$ cat src/hw/rtl/flock_separation_force_assert.svh
// assertion macros for the flock separation force block
// no dependencies
`ifndef FLOCK_SEPARATION_FORCE_ASSERT_SVH
`define FLOCK_SEPARATION_FORCE_ASSERT_SVH
`define FSF_ASSERT_IMP(label, a, c) \
  label: assert property (@(posedge clk) disable iff (rst) (a) |-> (c)) \
    else $error("check failed");
`define FSF_ASSERT_NXT(label, a, c) \
  label: assert property (@(posedge clk) disable iff (rst) (a) |=> (c)) \
    else $error("check failed");
`endif

$ cat src/hw/rtl/fsf_pkg.sv
// types and constants for the flock separation force block
// no dependencies
`default_nettype none
package fsf_pkg;
  localparam int PosW  = 24;
  localparam int SizeW = 23;
  localparam int ForceW = 32;
  localparam int WeightW = 16;
  localparam int DW = PosW + 1;
  localparam int DsqW = 2 * DW + 2;
  localparam int QDepth = 2;

  localparam logic ActLoad = 1'b0;
  localparam logic ActNbr  = 1'b1;

  typedef struct packed {
    logic action;
    logic signed [PosW-1:0] pos_x;
    logic signed [PosW-1:0] pos_y;
    logic signed [PosW-1:0] pos_z;
    logic [SizeW-1:0] radius_size;
    logic signed [ForceW-1:0] start_fx;
    logic signed [ForceW-1:0] start_fy;
    logic signed [ForceW-1:0] start_fz;
    logic last;
  } in_item_t;

  typedef struct packed {
    logic signed [ForceW-1:0] force_x;
    logic signed [ForceW-1:0] force_y;
    logic signed [ForceW-1:0] force_z;
  } out_item_t;

  // classified work passed from front to back
  typedef struct packed {
    logic load;
    logic act;
    logic last;
    logic [DsqW-1:0] dsq;
    logic [2:0] neg;
    logic [DW-1:0] ax;
    logic [DW-1:0] ay;
    logic [DW-1:0] az;
    logic signed [ForceW-1:0] fx;
    logic signed [ForceW-1:0] fy;
    logic signed [ForceW-1:0] fz;
  } work_t;

  typedef enum logic [2:0] {
    B_IDLE, B_SQRT, B_DIV, B_UPD, B_OUT
  } back_state_t;

  typedef enum logic [2:0] {
    F_IDLE, F_SQ, F_SUM, F_CMP, F_PUSH
  } front_state_t;
endpackage
`default_nettype wire

$ cat src/hw/rtl/fsf_back.sv
// back: square root, per-axis division, force update and result register
// depends on fsf_pkg
`default_nettype none
module fsf_back import fsf_pkg::*; (
  input  wire logic clk,
  input  wire logic rst,
  input  wire logic [WeightW-1:0] weight,
  input  wire logic q_valid,
  input  wire work_t q_data,
  output logic q_pop,
  output logic out_valid,
  input  wire logic out_stall,
  output out_item_t out_data
);
  localparam int RootW = DsqW / 2;
  localparam int NumW = WeightW + DW;
  back_state_t state, state_next;
  work_t w;
  logic signed [ForceW-1:0] acc [3];
  logic [DsqW-1:0] rem_s;
  // holds the shifted partial root while iterating, final root fits RootW bits
  logic [DsqW-1:0] root;
  logic [DsqW-1:0] sbit;
  logic [NumW-1:0] num [3];
  logic [NumW-1:0] quo [3];
  logic [RootW:0] prem [3];
  logic [5:0] cnt;
  logic [DW-1:0] aa [3];

  always_comb begin
    aa[0] = w.ax; aa[1] = w.ay; aa[2] = w.az;
  end

  always_ff @(posedge clk) begin
    if (rst) begin
      state <= B_IDLE;
      acc[0] <= '0; acc[1] <= '0; acc[2] <= '0;
      out_valid <= 1'b0;
    end else begin
      state <= state_next;
      if (out_valid && !out_stall && state != B_OUT) out_valid <= 1'b0;
      unique case (state)
        B_IDLE: if (q_valid) begin
          w <= q_data;
          rem_s <= q_data.dsq;
          root <= '0;
          sbit <= DsqW'(1) << (2*RootW - 2);
          cnt <= 6'(RootW);
        end
        B_SQRT: begin
          // one root bit per cycle
          if (rem_s >= root + sbit) begin
            rem_s <= rem_s - (root + sbit);
            root <= (root >> 1) + sbit;
          end else begin
            root <= root >> 1;
          end
          sbit <= sbit >> 2;
          cnt <= cnt - 6'd1;
          if (cnt == 6'd1) begin
            for (int i = 0; i < 3; i++) begin
              num[i] <= NumW'(weight) * NumW'(aa[i]);
              prem[i] <= '0;
            end
            cnt <= 6'(NumW);
          end
        end
        B_DIV: begin
          // restoring division, one quotient bit per cycle on all axes
          for (int i = 0; i < 3; i++) begin
            logic [RootW+1:0] t;
            t = {prem[i], num[i][NumW-1]};
            if (t >= (RootW+2)'(root)) begin
              prem[i] <= (RootW+1)'(t - (RootW+2)'(root));
              quo[i] <= {quo[i][NumW-2:0], 1'b1};
            end else begin
              prem[i] <= (RootW+1)'(t);
              quo[i] <= {quo[i][NumW-2:0], 1'b0};
            end
            num[i] <= num[i] << 1;
          end
          cnt <= cnt - 6'd1;
        end
        B_UPD: begin
          for (int i = 0; i < 3; i++) begin
            logic signed [ForceW+1:0] v;
            if (w.load) v = (ForceW+2)'(i == 0 ? w.fx : (i == 1 ? w.fy : w.fz));
            else if (w.act) begin
              if (w.neg[i]) v = (ForceW+2)'(acc[i]) + (ForceW+2)'(quo[i]);
              else v = (ForceW+2)'(acc[i]) - (ForceW+2)'(quo[i]);
            end else v = (ForceW+2)'(acc[i]);
            if (v > (ForceW+2)'(32'sh7fffffff)) acc[i] <= 32'sh7fffffff;
            else if (v < -(ForceW+2)'(33'sh080000000)) acc[i] <= 32'sh80000000;
            else acc[i] <= ForceW'(v);
          end
        end
        B_OUT: if (!out_valid || !out_stall) begin
          out_valid <= 1'b1;
          out_data.force_x <= acc[0];
          out_data.force_y <= acc[1];
          out_data.force_z <= acc[2];
        end
        default: ;
      endcase
    end
  end

  always_comb begin
    state_next = state;
    q_pop = 1'b0;
    unique case (state)
      B_IDLE: if (q_valid) begin
        q_pop = 1'b1;
        state_next = (!q_data.load && q_data.act) ? B_SQRT : B_UPD;
      end
      B_SQRT: if (cnt == 6'd1) state_next = B_DIV;
      B_DIV:  if (cnt == 6'd1) state_next = B_UPD;
      B_UPD:  state_next = w.last ? B_OUT : B_IDLE;
      B_OUT:  if (!out_valid || !out_stall) state_next = B_IDLE;
      default: state_next = B_IDLE;
    endcase
  end
endmodule
`default_nettype wire
$ cat config.mk
export PLATFORM = sky130hd
export DESIGN_NAME = fsf_back
export DESIGN_NICKNAME = d
export VERILOG_FILES = /design/src/hw/rtl/flock_separation_force_assert.svh /design/src/hw/rtl/fsf_pkg.sv /design/src/hw/rtl/fsf_back.sv
export SDC_FILE = /design/constraint.sdc
export NUM_CORES = 2
export LEC_CHECK = 0
export BUFFER_PORTS_ARGS = -buffer_cell sky130_fd_sc_hd__buf_2
export CORE_MARGIN = 1
export CORE_UTILIZATION = 55
export DETAILED_ROUTE_END_ITERATION = 10
export GPL_ROUTABILITY_DRIVEN = 0
export PLACE_DENSITY = 0.7
export SKIP_LAST_GASP = 1
export SYNTH_ARGS = -nofsm -noshare
export SYNTH_HDL_FRONTEND = slang
export SYNTH_SLANG_ARGS = --single-unit
$ cat constraint.sdc
create_clock -name clk -period 20.9 [get_ports clk]
set_input_delay 3.135 -clock clk [delete_from_list [all_inputs] [get_ports clk]]
set_output_delay 3.135 -clock clk [all_outputs]
set_load 0.01 [all_outputs]
; ---- After elaboration in Yosys (flattened, before gate mapping)
; Memories as Yosys holds them, arrays and structs flattened.
; Index checks and enable logic that the tools add are counted.
[word_totals]
rom_bits = 0
wordCells = 232
in_bits = 249
reg_bits = 439
n_memories = 4
mem_bits_rw = 423
output_inout_bits = 98
latchBits = 0
[op_classes]
multipliers = 3
n_bitwise = 22
muxes = 134
add_sub_neg = 13
n_eq_ne = 11
div = 0
n_shift = 0
order_cmp = 10
n_reduce_logical = 16
[mem_list]
columns = name, depth, width, rd, rd_ports_with_merged_regs, write_ports, line
row1 = num, 3, 41, 3, 0, 3, fsf_back.sv:24  ; logic [NumW-1:0] num [3];
row2 = quo, 3, 41, 3, 0, 3, fsf_back.sv:25  ; logic [NumW-1:0] quo [3];
row3 = acc, 3, 32, 3, 0, 3, fsf_back.sv:19  ; logic signed [ForceW-1:0] acc [3];
row4 = prem, 3, 27, 3, 0, 3, fsf_back.sv:26  ; logic [RootW:0] prem [3];
[op_table]
columns = op, count
row1 = 34-bit two-way mux, 15
row2 = 52-bit one-hot mux with 2 select lines, 3
row3 = 32-bit two-way mux, 9
row4 = 52-bit two-way mux, 5
row5 = 41-bit two-way mux, 6
row6 = 27-bit two-way mux, 6
row7 = 16-bit by 25-bit multiplier with 41-bit output, 3
row8 = 34-bit adder, 3
row9 = 34-bit by 32-bit greater-than comparator with 1-bit output (second input constant), 3
row10 = 34-bit by 32-bit less-than comparator with 1-bit output (second input constant), 3
row11 = 34-bit subtractor, 3
row12 = 28-bit >= comparator, 3
row13 = 27-bit subtractor, 3
row14 = 1-bit two-way mux, 80
row15 = 51-bit by 52-bit adder with 52-bit output, 1
row16 = 52-bit adder, 1
row17 = 52-bit >= comparator, 1
row18 = 52-bit subtractor, 1
row19 = 1-bit OR, 21
row20 = 6-bit one-hot mux with 3 select lines, 1
row21 = 3-bit two-way mux, 5
row22 = 3-bit one-hot mux with 5 select lines, 1
row23 = 6-bit two-way mux, 2
row24 = 3-bit AND reduction, 4
row25 = other kinds (16), 26

; ---- Depth between registers and ports, before layout
[depth]
ltp_word = 14
mapped_depth = 26
ltp_nobuf = 25

; ---- Least setup slack after synthesis
; No wires, ideal clock.
[synth_timing]
path_kind = in2reg
startpoint = input rst
endpoint = memory num[0][0] (netlist name), enable pin
required_ns = 20.113
setup_slack_ns = 7.761
t_arrival_ns = 12.352
n_path_buf = 1
cell_stages = 2
path_cell_list = clkbuf_1 > o31ai_1
[synth_lines]
columns = item, line
row1 = "start, declared", fsf_back.sv:6  ; input wire logic rst,
row2 = "end, declared", fsf_back.sv:24

==> impl_metrics.toml <==
[detailed_routing]
drtAntennaViolNets = 0
wl_per_cell_um = 19.5
viasPerCell = 5.81
via_count = 64900
routed_wl_um = 218000
first_iter_violations = 5530
drc = 108
first_pass_iters = 9

[critical_path]
startpoint_type = "input port"
max_stage_delay_ns = 0.65
cp.required_ns = 21.33
crit_path_frequent_cell = "fa_1"
slowest_stage = "buf_2"
worst-path-max-fanout = 41
critPathKind = "input port to register"
end_kind = "register"
cp_top_family = "adder cells"
critical_path_arrival_ns = 11.02
critPathBufInv = 7

[layout]
stdcell_area_mm2 = 0.0922
drive_above_1_share_pct = 7.11
fill_cells = 13200
area_delta_synth_final_pct = 7.56
fin_nets = 10900

[clock_tree]
clock_path_buffers = 3
postCtsHoldBufs = 0
cts_setup_buffers = 0
clock_latency_ns = 0.74
htree_levels = 3
cts_tree = "done"
root_buffer = "clkbuf_16"
cts.sinks = 815
ctsResizeCount = 0
clk_pin_slew_worst_paths_ns = 0.06
numCtsBuffers = 94

[floorplan]
dieHeight_um = 397
core_mm2 = 0.154
dieArea_mm2 = 0.157
start_util_pct = 55.5
chipWidth_um = 397
ios = 347
rows = 144

[timing]
skew_ns = 0.0346
setup_ws_ns = 10.31
finalCriticalPeriod_ns = 10.59
fmax_ghz = 0.0944
hold_viol_final = 0
setup_viol = 0
fin_setup_tns_ns = 0
whs_ns = 0.453
relSlewSlack_pct = 17.5
fin_crit_sh_pct = 50.7
rsz0062_at_grt = "no"
slew_viol_final = 0
worst_slew_pin_slew_ns = 1.24

[global_route]
grt_pass1_vias = 66000
grt.total_usage_pct = 27.8
antenna_found_initial = 3
grt_max_degree = 141
overflow = 0
grt_pass1_wl_um = 351000

[logic_synthesis]
synthFlopType = "edfxtp_1"
netlist_area_mm2 = 0.0857
synth-edff-count = 810
netlist-cell-type-count = 96
synth_top_area_share_pct = 28.4
async_flop_share_pct = 0
ys_ff_latch = 815
synth_area_leaders = "edfxtp_1 28%, fa_1 23%, ha_1 9.2%, nand2_1 5.7%, inv_1 5.0%"
synth_area_per_cell_um2 = 9.61
yosys_warnings = 0
syn_inst = 8924
yosysSeqAreaShare_pct = 28.5
yosysTopAreaCell = "edfxtp_1"
syn-num-nets = 10800

[place]
place_ws_ns = 9.74
portBuffers = 346
dpl_cell_area_mm2 = 0.0891
post-dp-hpwl_um = 161000

[status]
violations = "design-rule violations"
outcome = "finished with violations"

[run]
max_cap_viol_count = 0

[hold_path]
hold_class = "register to register"
-- metal layers --
metal | wire (um) | share of wire [%] | vias to the layer above | track usage, %
met4 | 6610 | 3.0 | 2 | 8.09
met3 | 16600 | 7.6 | 404 | 4.36
met2 | 103000 | 47 | 2453 | 46.2
li1 | - | - | 30000 | -
met5 | 8 | 0.0037 | - | 0
met1 | 91900 | 42 | 32000 | 37.6
-- cells in the mapped netlist (55+ instances only) --
| library cell | count |
|---|---|
| a211oi_1 | 79 |
| a21o_1 | 151 |
| a21oi_1 | 488 |
| a31oi_1 | 99 |
| and2_1 | 417 |
| and3_1 | 103 |
| clkbuf_1 | 347 |
| edfxtp_1 | 810 |
| fa_1 | 967 |
| ha_1 | 633 |
| inv_1 | 1134 |
| mux2i_1 | 122 |
| nand2_1 | 1296 |
| nand2b_1 | 67 |
| nand3_1 | 67 |
| nor2_1 | 493 |
| nor2b_1 | 61 |
| nor3_1 | 111 |
| o21a_1 | 55 |
| o21ai_0 | 379 |
| o21bai_1 | 56 |
| xnor2_1 | 239 |
| xor2_1 | 243 |
-- cells by family (layout without fill, tap and decap cells) --
kind of cell             after synthesis  in the layout  share of synthesized area, %
flip-flops                           815            815                          28.5
other                                  0              4                             0
AO/OA/AOI/OAI                       1598           1598                          11.6
AND/OR/NAND/NOR                     2777           2777                          14.9
buffers and inverters               1524           1716                          6.74
multiplexers                         128            128                          1.50
adder cells (fa/ha/maj)             1600           1600                          31.8
XOR/XNOR                             482            482                          4.92
-- path summary, 6_finish.rpt --
kind | start | end | slack [ns] | depth (start not counted)
min reg2reg | quo[0][32]$_DFFE_PP_ | quo[0][33]$_DFFE_PP_ | 0.45 | 0
min | quo[0][32]$_DFFE_PP_ | quo[0][33]$_DFFE_PP_ | 0.45 | 0
max reg2reg | root[2]$_SDFFCE_PN0P_ | rem_s[43]$_DFFE_PP_ | 12.86 | 23
max | weight[3] | num[0][79]$_DFFE_PP_ | 10.31 | 26
-- layout by cell type, fill, tap and decap left out, types with 14 or more instances in the layout --
cell type | synthesis | layout
nand2_1 | 1296 | 1295
inv_1 | 1134 | 1132
fa_1 | 967 | 967
edfxtp_1 | 810 | 810
ha_1 | 633 | 633
nor2_1 | 493 | 491
a21oi_1 | 488 | 488
and2_1 | 417 | 417
o21ai_0 | 379 | 378
buf_2 | 20 | 346
xor2_1 | 243 | 243
xnor2_1 | 239 | 239
a21o_1 | 151 | 151
mux2i_1 | 122 | 122
nor3_1 | 111 | 111
and3_1 | 103 | 103
a31oi_1 | 99 | 99
clkbuf_16 | 0 | 94
a211oi_1 | 79 | 79
nand3_1 | 67 | 67
nand2b_1 | 67 | 67
buf_4 | 3 | 63
nor2b_1 | 61 | 59
o21bai_1 | 56 | 56
o21a_1 | 55 | 55
nand4_1 | 44 | 44
o211ai_1 | 29 | 29
nor4_1 | 27 | 27
o31ai_1 | 26 | 23
or3_1 | 22 | 22
a31o_2 | 22 | 22
o21ai_1 | 22 | 21
clkinv_1 | 1 | 19
clkinv_2 | 0 | 18
or2_2 | 17 | 17
o2bb2ai_1 | 17 | 16
a211o_1 | 14 | 14
o21ai_2 | 14 | 14
-- flip-flops by register name, indices dropped and copies added (netlist names), 6 cells and up --
signal	count
w	102
cnt	6
quo	102
out_data	96
aa	75
num	123
acc	96
rem_s	52
prem	81
sbit	26
root	52
-- stage by stage --
step,std cells,utilization (%)
2_1_floorplan,8924,-
3_3_place_gp,11000,57.7
3_5_place_dp,11000,57.7
4_1_cts,11200,59.7
5_1_grt,11200,59.7
6_report,11200,59.7
-- final cells by class --
class / count / area, um2 / share of cell area, %
antenna: 4 / 10.0 / 0.0109
timing repair buffer: 409 / 2200 / 2.39
tap: 2044 / 2560 / 2.77
inverter: 1135 / 4270 / 4.63
clock buffer: 111 / 2460 / 2.66
multi-input combinational: 6585 / 55700 / 60.4
clock inverter: 61 / 644 / 0.699
sequential: 815 / 24400 / 26.5
Power is left out: the tool's default activity adds up to more than one toggle a clock period on the data nets, which glitch-free logic cannot reach.
