--- src/hw/rtl/flock_separation_force_assert.svh ---
// assertion macros for the flock separation force block
// no dependencies
`ifndef FLOCK_SEPARATION_FORCE_ASSERT_SVH
`define FLOCK_SEPARATION_FORCE_ASSERT_SVH
`define FSF_ASSERT_IMP(label, a, c) \
  label: assert property (@(posedge clk) disable iff (rst) (a) |-> (c)) \
    else $error("check failed");
`define FSF_ASSERT_NXT(label, a, c) \
  label: assert property (@(posedge clk) disable iff (rst) (a) |=> (c)) \
    else $error("check failed");
`endif

--- src/hw/rtl/fsf_pkg.sv ---
// types and constants for the flock separation force block
// no dependencies
`default_nettype none
package fsf_pkg;
  localparam int PosW  = 24;
  localparam int SizeW = 23;
  localparam int ForceW = 32;
  localparam int WeightW = 16;
  localparam int DW = PosW + 1;
  localparam int DsqW = 2 * DW + 2;
  localparam int QDepth = 2;

  localparam logic ActLoad = 1'b0;
  localparam logic ActNbr  = 1'b1;

  typedef struct packed {
    logic action;
    logic signed [PosW-1:0] pos_x;
    logic signed [PosW-1:0] pos_y;
    logic signed [PosW-1:0] pos_z;
    logic [SizeW-1:0] radius_size;
    logic signed [ForceW-1:0] start_fx;
    logic signed [ForceW-1:0] start_fy;
    logic signed [ForceW-1:0] start_fz;
    logic last;
  } in_item_t;

  typedef struct packed {
    logic signed [ForceW-1:0] force_x;
    logic signed [ForceW-1:0] force_y;
    logic signed [ForceW-1:0] force_z;
  } out_item_t;

  // classified work passed from front to back
  typedef struct packed {
    logic load;
    logic act;
    logic last;
    logic [DsqW-1:0] dsq;
    logic [2:0] neg;
    logic [DW-1:0] ax;
    logic [DW-1:0] ay;
    logic [DW-1:0] az;
    logic signed [ForceW-1:0] fx;
    logic signed [ForceW-1:0] fy;
    logic signed [ForceW-1:0] fz;
  } work_t;

  typedef enum logic [2:0] {
    B_IDLE, B_SQRT, B_DIV, B_UPD, B_OUT
  } back_state_t;

  typedef enum logic [2:0] {
    F_IDLE, F_SQ, F_SUM, F_CMP, F_PUSH
  } front_state_t;
endpackage
`default_nettype wire

--- src/hw/rtl/fsf_queue.sv ---
// short work queue between front and back
// depends on fsf_pkg
`default_nettype none
module fsf_queue import fsf_pkg::*; (
  input  wire logic clk,
  input  wire logic rst,
  input  wire logic push,
  input  wire work_t push_data,
  output logic full,
  input  wire logic pop,
  output logic not_empty,
  output work_t pop_data
);
  work_t mem [QDepth];
  logic wp, rp;
  logic [1:0] cnt;
  assign full = (cnt == 2'(QDepth));
  assign not_empty = (cnt != '0);
  assign pop_data = mem[rp];
  always_ff @(posedge clk) begin
    if (rst) begin
      wp <= 1'b0; rp <= 1'b0; cnt <= '0;
    end else begin
      if (push && !full) begin
        mem[wp] <= push_data;
        wp <= ~wp;
      end
      if (pop && not_empty) rp <= ~rp;
      cnt <= cnt + 2'(push && !full) - 2'(pop && not_empty);
    end
  end
endmodule
`default_nettype wire

--- config.mk ---
export PLATFORM = sky130hd
export DESIGN_NAME = fsf_queue
export DESIGN_NICKNAME = d
export VERILOG_FILES = /design/src/hw/rtl/flock_separation_force_assert.svh /design/src/hw/rtl/fsf_pkg.sv /design/src/hw/rtl/fsf_queue.sv
export SDC_FILE = /design/constraint.sdc
export NUM_CORES = 1
export LEC_CHECK = 0
export BUFFER_PORTS_ARGS = -buffer_cell sky130_fd_sc_hd__buf_2
export CAP_MARGIN = 20
export CORE_MARGIN = 3
export CORE_UTILIZATION = 45
export CTS_CLUSTER_SIZE = 10
export DETAILED_ROUTE_END_ITERATION = 16
export PLACE_DENSITY = 0.7
export SLEW_MARGIN = 0
export SYNTH_ARGS = -nofsm -noshare
export SYNTH_HDL_FRONTEND = slang
export SYNTH_SLANG_ARGS = --single-unit
--- constraint.sdc ---
create_clock -name clk -period 31.2 [get_ports clk]
set_input_delay 4.68 -clock clk [delete_from_list [all_inputs] [get_ports clk]]
set_output_delay 4.68 -clock clk [all_outputs]
set_load 0.01 [all_outputs]
== Word-level counts from Yosys, hierarchy flattened ==
Memory sizes are Yosys's and may differ from the RTL's. A register that Yosys moved wholly into a read port is not among the register bits.
Index checks and enable logic that the tools add are counted.
Operators by class
  equality and inequality tests: 1
  magnitude comparators: 0
  multipliers: 0
  add/sub/neg operators: 2
  multiplexer cells: 5
  divide/modulo/power cells: 0
  shift-type cells: 0
  bitwise operators: 2
  reduce and logical (&&, ||, !) cells: 4
Operators by type and width (number)
  $mux 1: 5
  $add 2x1->2: 1
  $eq 2x2->1 const B: 1
  $logic_and 1x1->1: 2
  $not 1->1: 2
  $reduce_bool 2->1: 1
  $sub 2x1->2: 1
  $logic_not 1->1: 1
Word-level totals
  RAM bits: 458
  bits in read-only memories: 0
  register bits: 4
  logic and storage cells: 18
  output and inout bits: 231
  memories: 1
  latch bits: 0
Memories
  mem: words 2, bits a word 229, rd ports 1, clocked after memory_dff 1, wr ports 1, line fsf_queue.sv:14  | work_t mem [QDepth];

== Logic depth before layout (Yosys ltp) ==
Gate-level depths: netlist of the first run.
  depth in word-level cells: 6
  mapped depth: 8

== Worst setup path before layout of the first run ==
No wires, ideal clock.
  path kind: input to register
  from: input port rst
  to: memory mem[1][0] (netlist name) (enable)
  setup time: 1.151 ns
  slack: 8.812 ns
  data required time: 30.049 ns
  stages: 1
  arrival: 21.238 ns
  cell sequence: nor3b_1
On the way
  longest elaborated chain between the ends: 2
Ends and longest elaborated chain
  start, declared: line fsf_queue.sv:6  | input wire logic rst,
  $mux 1: line fsf_queue.sv:21  | if (rst) begin
  $mux 1 (not written as such): line fsf_queue.sv:25  | mem[wp] <= push_data;
  end, declared: line fsf_queue.sv:14
Every way passes these cells.

==> metrics.txt, run 1 <==
# TYPE chip_impl_metric gauge
chip_impl_info{name="outcome",value="finished, final reports clean"} 1
chip_impl_metric{name="maximum_number_of_pins_on_one_net_before_global_route_repair",unit=""} 70
chip_impl_metric{name="die_area",unit="mm²"} 0.03979
chip_impl_metric{name="critPathArrivalTime",unit="ps"} 3460
chip_impl_metric{name="finish.instance_area",unit="mm²"} 0.02103
chip_impl_metric{name="vias_per_cell",unit=""} 5.037
chip_impl_metric{name="detail_placement_hpwl",unit="mm"} 25.50
chip_impl_metric{name="grt-ovfl-total",unit=""} 0
chip_impl_metric{name="power_density",unit="mW/mm²"} 77.00
chip_impl_metric{name="cts_resized",unit=""} 0
chip_impl_metric{name="synthesis.nets",unit=""} 971
chip_impl_metric{name="drt_iter0_drc",unit=""} 385
chip_impl_metric{name="ir_worst_vdd",unit="mV"} 0.05329
chip_impl_metric{name="multi_input_comb_area",unit="mm²"} 0.002728
chip_impl_metric{name="clock_latency",unit="ps"} 550
chip_impl_metric{name="route.antenna.remaining_nets",unit=""} 0
chip_impl_metric{name="final_setup_violating_endpoints",unit=""} 0
chip_impl_info{name="cp_common_cell",value="buf_4"} 1
chip_impl_info{name="setup.worst_path.start_class",value="register"} 1
chip_impl_metric{name="final-seq-area",unit="mm²"} 0.01386
chip_impl_metric{name="leakagePower",unit="nW"} 7.718
chip_impl_metric{name="netlist_area",unit="mm²"} 0.01685
chip_impl_info{name="cts_tree",value="built"} 1
chip_impl_metric{name="layout.core_utilization",unit="%"} 57.18
chip_impl_metric{name="cts_hold_buf",unit=""} 0
chip_impl_metric{name="post-route-min-period",unit="ps"} 8135
chip_impl_metric{name="grtUsageTotal",unit="%"} 17.62
chip_impl_metric{name="layout_net_count",unit=""} 1474
chip_impl_metric{name="number_of_levels_in_the_clock_h_tree",unit=""} 2
chip_impl_metric{name="clock.fmax",unit="MHz"} 122.9
chip_impl_metric{name="synth_largest_type_area_fraction",unit="%"} 81.64
chip_impl_metric{name="fill_cells",unit=""} 2842
chip_impl_metric{name="routed_wl",unit="mm"} 36.89
chip_impl_metric{name="number_of_global_route_vias_before_repair",unit=""} 9227
chip_impl_metric{name="io_pins",unit=""} 464
chip_impl_metric{name="totalPowerFinal",unit="W"} 0.001620
chip_impl_metric{name="max_capacitance_violation_total",unit=""} 0
chip_impl_metric{name="start_util",unit="%"} 45.80
chip_impl_metric{name="remaining_drc_errors",unit=""} 0
chip_impl_metric{name="die_x",unit="µm"} 199.5
chip_impl_metric{name="antenna_found_initial",unit=""} 13
chip_impl_metric{name="gp_congestion",unit=""} 0.8416
chip_impl_info{name="cts-root-buf",value="clkbuf_16"} 1
chip_impl_info{name="post_synth_main_area_contributors",value="edfxtp_1 (82%), mux2_2 (15%), buf_6 (1.5%)"} 1
chip_impl_info{name="rsz0062_at_grt",value="false"} 1
chip_impl_info{name="crit_path_end_kind",value="output pin"} 1
chip_impl_metric{name="postSynthAreaPerCell",unit="µm²"} 22.89
chip_impl_metric{name="syn_inst",unit=""} 736
chip_impl_metric{name="critical_path_peak_fanout",unit=""} 65
chip_impl_metric{name="clock-sinks",unit=""} 463
chip_impl_metric{name="cts_buffer_count",unit=""} 52
chip_impl_metric{name="setup-tns-final",unit="ps"} 0
chip_impl_metric{name="fin_skew",unit="ps"} 11.48
chip_impl_metric{name="ys_warn_count",unit=""} 0
chip_impl_metric{name="final_max_slew_viol_count",unit=""} 0
chip_impl_info{name="cell_type_of_the_slowest_stage_on_the_worst_timing_path",value="buf_4"} 1
chip_impl_metric{name="yosys_register_bits",unit=""} 463
chip_impl_metric{name="place.port_buffers",unit=""} 463
chip_impl_metric{name="firstDrtPassIters",unit=""} 4
chip_impl_metric{name="placementRows",unit=""} 70
chip_impl_metric{name="syn2layout_area_growth",unit="%"} 24.85
chip_impl_metric{name="worst_pin_slew",unit="ps"} 959.8
chip_impl_metric{name="timing.final.crit_share",unit="%"} 26.08
chip_impl_metric{name="layout-drive-gt1-share",unit="%"} 60.62
chip_impl_metric{name="die_height",unit="µm"} 199.5
chip_impl_metric{name="clkTransAtPathRegs",unit="ps"} 50
chip_impl_info{name="crit_chain",value="buf_4 -> buf_4 -> mux2_2 -> buf_2"} 1
chip_impl_metric{name="worst_case_clock_buffer_depth",unit=""} 3
chip_impl_metric{name="final-hold-violation-count",unit=""} 0
chip_impl_info{name="startpoint_to_endpoint_class_of_the_critical_path",value="register to output pin"} 1
chip_impl_metric{name="critical_path.max_stage_delay",unit="ps"} 760
chip_impl_metric{name="place_area",unit="mm²"} 0.01957
chip_impl_metric{name="worstPathRequired",unit="ps"} 26520
chip_impl_metric{name="wire_length_of_the_first_global_routing_pass",unit="mm"} 52.63
chip_impl_info{name="final_common_cell",value="buf_2"} 1
chip_impl_metric{name="design.core.area",unit="mm²"} 0.03679
chip_impl_metric{name="post_synth_num_cell_types",unit=""} 18
chip_impl_info{name="mostFrequentLayoutCells",value="buf_2 (463), edfxtp_1 (458), mux2_2 (230)"} 1
chip_impl_metric{name="ys_seq_area_share",unit="%"} 82.23
chip_impl_info{name="worst_hold_path_type",value="register to register"} 1
chip_impl_metric{name="timing.slew.headroom",unit="%"} 36.01
chip_impl_metric{name="postCtsSetupBuffers",unit=""} 0
chip_impl_metric{name="dr_total_vias",unit=""} 8759
chip_impl_info{name="synth_top_area_cell",value="edfxtp_1"} 1
chip_impl_metric{name="post_drt_wl_per_cell",unit="µm"} 21.21
-- worst max-delay path, delay by kind of cell, from the launching register on --
kind	cells	cell delay, ps
buf+inv	3	1620
flops	1	720
mux	1	420
-- per-layer routing --
layer  part of all wire (%)  GRT usage, %  vias up
li1                       -             -     3961
met1                     35         19.65     4325
met2                     51         29.89      366
met3                    9.2         6.154       99
met4                    4.3         9.356        8
met5                  0.089             0        -
-- cell type report --
class,count,area share (%)
timing repair buffer,474,11.41
inverter,1,0.01785
sequential,463,65.88
multi-input combinational,247,12.97
clock buffer,77,6.829
antenna,9,0.1071
tap,468,2.784
-- sequential cells by signal (all words and copies together), names as in the netlist, named ones only --
register and flops:
rp 1, cnt 2, wp 1, mem 458
-- kinds of logic after synthesis --
family | synth area share (%)
AOI/OAI and AO/OA | 0.04458
xor gates and xnor gates | 0.1560
adders and majority gates | 0.1485
buffers and inverters | 1.634
DFF | 82.23
muxes | 15.37
and+or+nand+nor | 0.4085
-- synthesized netlist by cell type, drive strengths merged --
library cell / n
edfxtp: 458
mux2: 230
buf: 25
dfxtp: 5
nor2: 4
nor2b: 3
ha: 2
xnor2: 2
inv: 1
nand2b: 1
nor3: 1
nor3b: 1
o21a: 1
or2: 1
xor2: 1
-- path summary, 6_finish.rpt --
kind,slack [ps],cells past startpoint,from,to
setup / recovery,23060,4,register,pop_data[73]
hold / removal,510,2,rp$_SDFFE_PP0P_,register
setup reg to reg,28340,5,cnt[1]$_SDFF_PP0_,mem[1][31]$_DFFE_PP_
hold reg to reg,510,2,rp$_SDFFE_PP0P_,register
-- stage by stage --
stage               std cells  hold WS, ps  setup WS (ps)
floorplan                 736        481.0           8812
global placement         1653        496.7          23650
detailed placement       1653        501.5          23620
CTS                      1730        515.7          23000
global route             1738        558.6          22870
finish                   1739        512.2          23060
-- where the power goes --
part | total (W) | switching (W) | internal, W
clock | 0.000526 | 0.000214 | 0.000312
combinational | 0.000330 | 0.000175 | 0.000155
sequential | 0.000764 | 0.0000197 | 0.000744
Note: power is estimated with default switching activity, not from simulation.
==> inputs of run 2 (changes only) <==
--- a/config.mk
+++ b/config.mk
@@ -11,7 +11,7 @@
 export CORE_UTILIZATION = 45
 export CTS_CLUSTER_SIZE = 10
 export DETAILED_ROUTE_END_ITERATION = 16
-export PLACE_DENSITY = 0.7
+export PLACE_DENSITY = 0.73
 export SLEW_MARGIN = 0
 export SYNTH_ARGS = -nofsm -noshare
 export SYNTH_HDL_FRONTEND = slang
==> constraint.sdc (replaced) <==
create_clock -name clk -period 7.1 [get_ports clk]
set_input_delay 1.065 -clock clk [delete_from_list [all_inputs] [get_ports clk]]
set_output_delay 1.065 -clock clk [all_outputs]
set_load 0.01 [all_outputs]
==> run 2 against run 1 <==
Against the previous run: non-clock buffer count is 4 lower; via count is 1.3% lower; final cell count down 0.29%; largest power group unchanged.
==> metrics.txt, run 2 (same netlist as run 1, synthesis figures left out) <==
# TYPE chip_impl_metric gauge
chip_impl_info{name="outcome",value="finished, final reports clean"} 1
chip_impl_metric{name="worst_pin_slew",unit="ps"} 1055
chip_impl_metric{name="drt_iter0_drc",unit=""} 416
chip_impl_metric{name="grt-ovfl-total",unit=""} 0
chip_impl_metric{name="number_of_levels_in_the_clock_h_tree",unit=""} 2
chip_impl_metric{name="layout.core_utilization",unit="%"} 57.39
chip_impl_metric{name="power.share.clock",unit="%"} 33.1
chip_impl_metric{name="number_of_flip_flops_under_the_largest_register_name",unit=""} 458
chip_impl_metric{name="start_util",unit="%"} 45.80
chip_impl_metric{name="final_setup_violating_endpoints",unit=""} 0
chip_impl_metric{name="fin_ws",unit="ps"} 3456
chip_impl_metric{name="syn2layout_area_growth",unit="%"} 25.31
chip_impl_metric{name="placement.setup.worst_slack",unit="ps"} 3643
chip_impl_info{name="cts_tree",value="built"} 1
chip_impl_metric{name="worst_slack_on_hold_paths",unit="ps"} 554.2
chip_impl_metric{name="leakagePower",unit="nW"} 7.748
chip_impl_metric{name="count_of_cells_along_the_worst_register_to_register_path",unit=""} 4
chip_impl_metric{name="routed_wl",unit="mm"} 34.70
chip_impl_metric{name="vias_per_cell",unit=""} 4.984
chip_impl_metric{name="power.sequential.fraction",unit="%"} 46.3
chip_impl_metric{name="route.antenna.remaining_nets",unit=""} 0
chip_impl_metric{name="wire_length_of_the_first_global_routing_pass",unit="mm"} 50.75
chip_impl_metric{name="final_max_slew_viol_count",unit=""} 0
chip_impl_metric{name="timing.reg2reg.setup_slack",unit="ps"} 4260
chip_impl_metric{name="place.port_buffers",unit=""} 463
chip_impl_metric{name="io_pins",unit=""} 464
chip_impl_metric{name="post_drt_wl_per_cell",unit="µm"} 20.01
chip_impl_info{name="reg_top3",value="mem (458), cnt (2)"} 1
chip_impl_metric{name="ir_worst_vdd",unit="mV"} 0.2437
chip_impl_metric{name="postCtsSetupBuffers",unit=""} 0
chip_impl_metric{name="crit_buf_inv",unit=""} 2
chip_impl_metric{name="cts_hold_buf",unit=""} 0
chip_impl_metric{name="die_x",unit="µm"} 199.5
chip_impl_metric{name="layout_net_count",unit=""} 1471
chip_impl_metric{name="remaining_drc_errors",unit=""} 0
chip_impl_metric{name="timing.slew.headroom",unit="%"} 29.65
chip_impl_metric{name="power_switching_share",unit="%"} 25.25
chip_impl_info{name="worst_r2r_endpoint",value="mem[1][38]$_DFFE_PP_"} 1
chip_impl_metric{name="clkTransAtPathRegs",unit="ps"} 50
chip_impl_info{name="cell_type_of_the_slowest_stage_on_the_worst_timing_path",value="buf_4"} 1
chip_impl_metric{name="design.core.area",unit="mm²"} 0.03679
chip_impl_metric{name="dr_total_vias",unit=""} 8643
chip_impl_metric{name="power_density",unit="mW/mm²"} 340.9
chip_impl_info{name="crit_path_end_kind",value="output pin"} 1
chip_impl_info{name="r2r_start",value="cnt[1]$_SDFF_PP0_"} 1
chip_impl_metric{name="comb_power_share",unit="%"} 20.6
chip_impl_metric{name="intPower",unit="W"} 0.005380
chip_impl_metric{name="power.net_switching",unit="W"} 0.001817
chip_impl_metric{name="post-route-min-period",unit="ps"} 3644
chip_impl_metric{name="cts_resized",unit=""} 0
chip_impl_metric{name="antenna_found_initial",unit=""} 7
chip_impl_metric{name="placementRows",unit=""} 70
chip_impl_metric{name="totalPowerFinal",unit="W"} 0.007197
chip_impl_metric{name="die_height",unit="µm"} 199.5
chip_impl_metric{name="critPathArrivalTime",unit="ps"} 2580
chip_impl_metric{name="die_area",unit="mm²"} 0.03979
chip_impl_info{name="startpoint_to_endpoint_class_of_the_critical_path",value="register to output pin"} 1
chip_impl_metric{name="final-hold-violation-count",unit=""} 0
chip_impl_metric{name="final-seq-area",unit="mm²"} 0.01386
chip_impl_metric{name="gp_congestion",unit=""} 0.7481
chip_impl_metric{name="stages_on_the_worst_setup_path",unit=""} 3
chip_impl_info{name="crit_chain",value="buf_4 -> mux2_2 -> buf_2"} 1
chip_impl_metric{name="number_of_global_route_vias_before_repair",unit=""} 9189
chip_impl_metric{name="clock-sinks",unit=""} 463
chip_impl_metric{name="timing.final.crit_share",unit="%"} 51.32
chip_impl_info{name="min_from",value="rp$_SDFFE_PP0P_"} 1
chip_impl_info{name="crit_end",value="pop_data[51]"} 1
chip_impl_metric{name="detail_placement_hpwl",unit="mm"} 22.95
chip_impl_metric{name="worst_case_clock_buffer_depth",unit=""} 3
chip_impl_metric{name="layout-drive-gt1-share",unit="%"} 60.65
chip_impl_metric{name="fill_cells",unit=""} 2787
chip_impl_metric{name="worstPathRequired",unit="ps"} 6030
chip_impl_metric{name="clock.fmax",unit="MHz"} 274.4
chip_impl_metric{name="fin_skew",unit="ps"} 22.09
chip_impl_metric{name="firstDrtPassIters",unit=""} 7
chip_impl_metric{name="clock_latency",unit="ps"} 560
chip_impl_metric{name="critical_path_peak_fanout",unit=""} 71
chip_impl_info{name="setup.worst_path.start_class",value="register"} 1
chip_impl_metric{name="cts_buffer_count",unit=""} 53
chip_impl_info{name="mostFrequentLayoutCells",value="buf_2 (463), edfxtp_1 (458), mux2_2 (230)"} 1
chip_impl_metric{name="multi_input_comb_area",unit="mm²"} 0.002740
chip_impl_info{name="rsz0062_at_grt",value="false"} 1
chip_impl_info{name="worst_hold_path_type",value="register to register"} 1
chip_impl_metric{name="critical_path.max_stage_delay",unit="ps"} 760
chip_impl_metric{name="max_capacitance_violation_total",unit=""} 0
chip_impl_metric{name="maximum_number_of_pins_on_one_net_before_global_route_repair",unit=""} 145
chip_impl_info{name="regMostFlops",value="mem"} 1
chip_impl_metric{name="grtUsageTotal",unit="%"} 16.71
chip_impl_info{name="final_common_cell",value="buf_2"} 1
chip_impl_info{name="crit_family",value="buffers and inverters"} 1
chip_impl_info{name="cts-root-buf",value="clkbuf_16"} 1
-- run 2: cell types whose count changed in the layout (fill, tap and decap cells not counted), moves of 2 or more --
cell	delta
diode_2	-6
buf_12	+3
clkbuf_16	+2
buf_4	-7
-- run 2: worst min path at each step --
stage | cells past startpoint | to | slack (ps)
after floorplan | 2 | register | 480
after global placement | 2 | rp$_SDFFE_PP0P_ | 500
after detailed placement | 2 | rp$_SDFFE_PP0P_ | 540
after CTS | 2 | rp$_SDFFE_PP0P_ | 560
after global routing | 2 | rp$_SDFFE_PP0P_ | 600
final | 2 | rp$_SDFFE_PP0P_ | 550
-- run 2: stage by stage --
stage | cells | cell area [µm²] | TNS, ps
floorplan | 736 | 16870 | -57420
global placement | 1649 | 19590 | 0
detailed placement | 1649 | 19590 | 0
CTS | 1731 | 21100 | 0
global route | 1734 | 21110 | 0
finish | 1734 | 21110 | 0
-- run 2: worst reg2reg max path, stage by stage (launching register included) --
cell and delay [ps]:
dfxtp_1 330, nor2b_2 170, nand2b_4 170, nor3b_4 850
buf_4 820
-- run 2: routing by layer --
| metal | wire length [µm] | track usage, % | part of all wire (%) |
|---|---|---|---|
| met5 | 53 | 0 | 0.15 |
| met4 | 989 | 6.694 | 2.8 |
| met1 | 12530 | 18.84 | 36 |
| met2 | 17650 | 28.59 | 51 |
| met3 | 3476 | 6.609 | 10 |
-- run 2: final cells by class --
| cell class | count | area share, % |
|---|---|---|
| flip-flops and latches | 463 | 65.64 |
| multi-input cells | 247 | 12.98 |
| repair buffers | 470 | 11.40 |
| clock buffers | 79 | 7.041 |
| well taps | 468 | 2.774 |
| clock inverters | 3 | 0.1067 |
| diodes | 3 | 0.03556 |
| inverters | 1 | 0.01778 |
-- run 2: power by group through the flow --
stage,combinational [W],sequential [W],clock [W]
after global routing,0.00159,0.00336,0.00256
final,0.00148,0.00333,0.00238
after detailed placement,0.00150,0.00339,0
after global placement,0.00150,0.00338,0
after floorplan,0.000996,0.00340,0
after CTS,0.00151,0.00334,0.00245
==> inputs of run 3 (changes only) <==
--- a/config.mk
+++ b/config.mk
@@ -11,7 +11,7 @@
 export CORE_UTILIZATION = 45
 export CTS_CLUSTER_SIZE = 10
 export DETAILED_ROUTE_END_ITERATION = 16
-export PLACE_DENSITY = 0.73
+export PLACE_DENSITY = 0.7
 export SLEW_MARGIN = 0
 export SYNTH_ARGS = -nofsm -noshare
 export SYNTH_HDL_FRONTEND = slang
==> constraint.sdc (replaced) <==
create_clock -name clk -period 3.6 [get_ports clk]
set_input_delay 0.54 -clock clk [delete_from_list [all_inputs] [get_ports clk]]
set_output_delay 0.54 -clock clk [all_outputs]
set_load 0.01 [all_outputs]
==> run 3 against run 2 <==
Against the previous run: worst hold slack got worse by 390 ps; sequential share of layout area shrank 0.11 points; via count up 0.35%; sequential power up 98%; clock power up 93%; cell area grew 0.19%; critical path depth unchanged; final cell count is 0.52% higher; clock-buffer cell count fell by 4; routed wire length rose by 4.2%; die area unchanged; combinational power is 97% higher; critical path type unchanged; critical endpoint is now pop_data[91].
==> metrics.txt, run 3 (same netlist as run 1, synthesis figures left out) <==
# TYPE chip_impl_metric gauge
chip_impl_metric{name="place_area",unit="mm²"} 0.01967
chip_impl_metric{name="die_x",unit="µm"} 199.5
chip_impl_metric{name="wire_length_of_the_first_global_routing_pass",unit="mm"} 51.52
chip_impl_metric{name="finish.instance_area",unit="mm²"} 0.02115
chip_impl_info{name="cts_tree",value="built"} 1
chip_impl_metric{name="max_capacitance_violation_total",unit=""} 0
chip_impl_info{name="cell_type_of_the_slowest_stage_on_the_worst_timing_path",value="dfxtp_4"} 1
chip_impl_metric{name="leakagePower",unit="nW"} 7.749
chip_impl_info{name="regMostFlops",value="mem"} 1
chip_impl_metric{name="wl_met1",unit="mm"} 13.01
chip_impl_metric{name="die_height",unit="µm"} 199.5
chip_impl_metric{name="cts_buffer_count",unit=""} 53
chip_impl_info{name="worst_hold_path_type",value="primary input to register"} 1
chip_impl_info{name="cts-root-buf",value="clkbuf_16"} 1
chip_impl_metric{name="numPlacedInstances",unit=""} 1653
chip_impl_metric{name="detailed_routed_wire_length_on_met3",unit="mm"} 3.135
chip_impl_metric{name="postCtsSetupBuffers",unit=""} 0
chip_impl_metric{name="post-route-min-period",unit="ps"} 2848
chip_impl_metric{name="final_setup_violating_endpoints",unit=""} 0
chip_impl_metric{name="worst_case_clock_buffer_depth",unit=""} 3
chip_impl_metric{name="ir_worst_vdd",unit="mV"} 0.5293
chip_impl_metric{name="routed_wl",unit="mm"} 36.15
chip_impl_metric{name="die_area",unit="mm²"} 0.03979
chip_impl_metric{name="post_drt_wl_per_cell",unit="µm"} 20.74
chip_impl_metric{name="drt_iter0_drc",unit=""} 353
chip_impl_metric{name="critical_path.max_stage_delay",unit="ps"} 710
chip_impl_metric{name="layout_net_count",unit=""} 1475
chip_impl_metric{name="clock_latency",unit="ps"} 550
chip_impl_metric{name="final_max_slew_viol_count",unit=""} 0
chip_impl_metric{name="power_density",unit="mW/mm²"} 668.2
chip_impl_metric{name="place.port_buffers",unit=""} 463
chip_impl_metric{name="syn2layout_area_growth",unit="%"} 25.55
chip_impl_metric{name="number_of_global_route_vias_before_repair",unit=""} 9090
chip_impl_info{name="final_common_cell",value="buf_2"} 1
chip_impl_metric{name="critical_path_peak_fanout",unit=""} 75
chip_impl_metric{name="worst_pin_slew",unit="ps"} 968.1
chip_impl_metric{name="timing.final.crit_share",unit="%"} 79.12
chip_impl_metric{name="grt-ovfl-total",unit=""} 0
chip_impl_metric{name="maximum_number_of_pins_on_one_net_before_global_route_repair",unit=""} 146
chip_impl_metric{name="worst_slack_on_hold_paths",unit="ps"} 166.9
chip_impl_info{name="startpoint_to_endpoint_class_of_the_critical_path",value="register to output pin"} 1
chip_impl_metric{name="wl_met2",unit="mm"} 18.81
chip_impl_metric{name="layoutNonFillerInstCount",unit=""} 1743
chip_impl_metric{name="firstDrtPassIters",unit=""} 4
chip_impl_metric{name="start_util",unit="%"} 45.80
chip_impl_info{name="setup.worst_path.start_class",value="register"} 1
chip_impl_metric{name="critPathArrivalTime",unit="ps"} 2310
chip_impl_metric{name="clock-sinks",unit=""} 463
chip_impl_metric{name="layout-drive-gt1-share",unit="%"} 60.73
chip_impl_metric{name="clkTransAtPathRegs",unit="ps"} 50
chip_impl_info{name="rsz0062_at_grt",value="false"} 1
chip_impl_metric{name="clock.fmax",unit="MHz"} 351.1
chip_impl_info{name="crit_path_end_kind",value="output pin"} 1
chip_impl_metric{name="cts_hold_buf",unit=""} 0
chip_impl_metric{name="setup-tns-final",unit="ps"} 0
chip_impl_metric{name="number_of_flip_flops_under_the_largest_register_name",unit=""} 458
chip_impl_metric{name="fill_cells",unit=""} 2816
chip_impl_metric{name="route.antenna.remaining_nets",unit=""} 0
chip_impl_info{name="routed.top_layer",value="met5"} 1
chip_impl_info{name="outcome",value="finished, final reports clean"} 1
chip_impl_metric{name="placementRows",unit=""} 70
chip_impl_metric{name="design.core.area",unit="mm²"} 0.03679
chip_impl_metric{name="fin_skew",unit="ps"} 7.640
chip_impl_metric{name="dr_total_vias",unit=""} 8673
chip_impl_metric{name="detail_placement_hpwl",unit="mm"} 24.51
chip_impl_metric{name="cts_resized",unit=""} 0
chip_impl_info{name="mostFrequentLayoutCells",value="buf_2 (463), edfxtp_1 (458), mux2_2 (230)"} 1
chip_impl_metric{name="io_pins",unit=""} 464
chip_impl_metric{name="final-hold-violation-count",unit=""} 0
chip_impl_metric{name="gp_congestion",unit=""} 0.7901
chip_impl_metric{name="remaining_drc_errors",unit=""} 0
chip_impl_metric{name="grtUsageTotal",unit="%"} 17.21
chip_impl_metric{name="vias_per_cell",unit=""} 4.976
chip_impl_metric{name="worstPathRequired",unit="ps"} 3060
chip_impl_metric{name="totalPowerFinal",unit="W"} 0.01413
chip_impl_info{name="reg_top3",value="mem (458), cnt (2)"} 1
chip_impl_metric{name="antenna_found_initial",unit=""} 15
chip_impl_metric{name="timing.slew.headroom",unit="%"} 35.46
chip_impl_info{name="crit_chain",value="buf_12 -> mux2_2 -> buf_2"} 1
chip_impl_metric{name="number_of_levels_in_the_clock_h_tree",unit=""} 2
## run 3: cell count changes in the layout (fill, tap and decap cells not counted), sizes merged
| cell | before | now |
|---|---|---|
| buf | 470 | 474 |
| clkbuf | 79 | 75 |
| inv | 2 | 1 |
| bufinv | 0 | 1 |
| diode | 3 | 12 |
## run 3: worst paths after layout
check / from / to / slack, ps / cells past startpoint
worst max register to register: cnt[1]$_SDFF_PP0_ / mem[1][61]$_DFFE_PP_ / 1470 / 4
worst min register to register: rp$_SDFFE_PP0P_ / rp$_SDFFE_PP0P_ / 520 / 2
worst min-delay path: push_data[86] / mem[0][86]$_DFFE_PP_ / 170 / 1
worst max-delay path: register / pop_data[91] / 750 / 3
## run 3: cell type report
class | instances | area (µm²) | area share [%]
timing repair buffer | 474 | 2475 | 11.70
sequential | 463 | 13860 | 65.53
clock buffer | 75 | 1409 | 6.661
tap | 468 | 585.6 | 2.769
multi-input combinational | 247 | 2745 | 12.98
inverter | 1 | 3.754 | 0.01775
clock inverter | 3 | 42.54 | 0.2011
antenna | 12 | 30.03 | 0.1420
## run 3: routing by layer
layer | vias to the layer above | GRT usage (%)
met5 | - | 0
met4 | 6 | 7.987
met3 | 75 | 5.345
met2 | 341 | 29.77
met1 | 4292 | 19.61
li1 | 3959 | -
## run 3: stage by stage
step | worst slack, ps | util, %
2_1_floorplan | -3256 | -
3_3_place_gp | 1331 | 53.47
3_5_place_dp | 1315 | 53.47
4_1_cts | 689.1 | 57.42
5_1_grt | 602.2 | 57.49
6_report | 751.6 | 57.50
## run 3: report_power, final
part | switching, W | internal, W | total [W] | leakage, nW
Sequential | 0.000167 | 0.00645 | 0.00661 | 4.24
Clock | 0.00187 | 0.00274 | 0.00460 | 0.699
Combinational | 0.00153 | 0.00139 | 0.00291 | 2.81
Total | 0.00356 | 0.0106 | 0.0141 | 7.75
## run 3: critical path: cells and delay by family, from the launching register on
family | cells | cell delay [ps]
flops | 1 | 710
mux | 1 | 400
buf+inv | 2 | 540
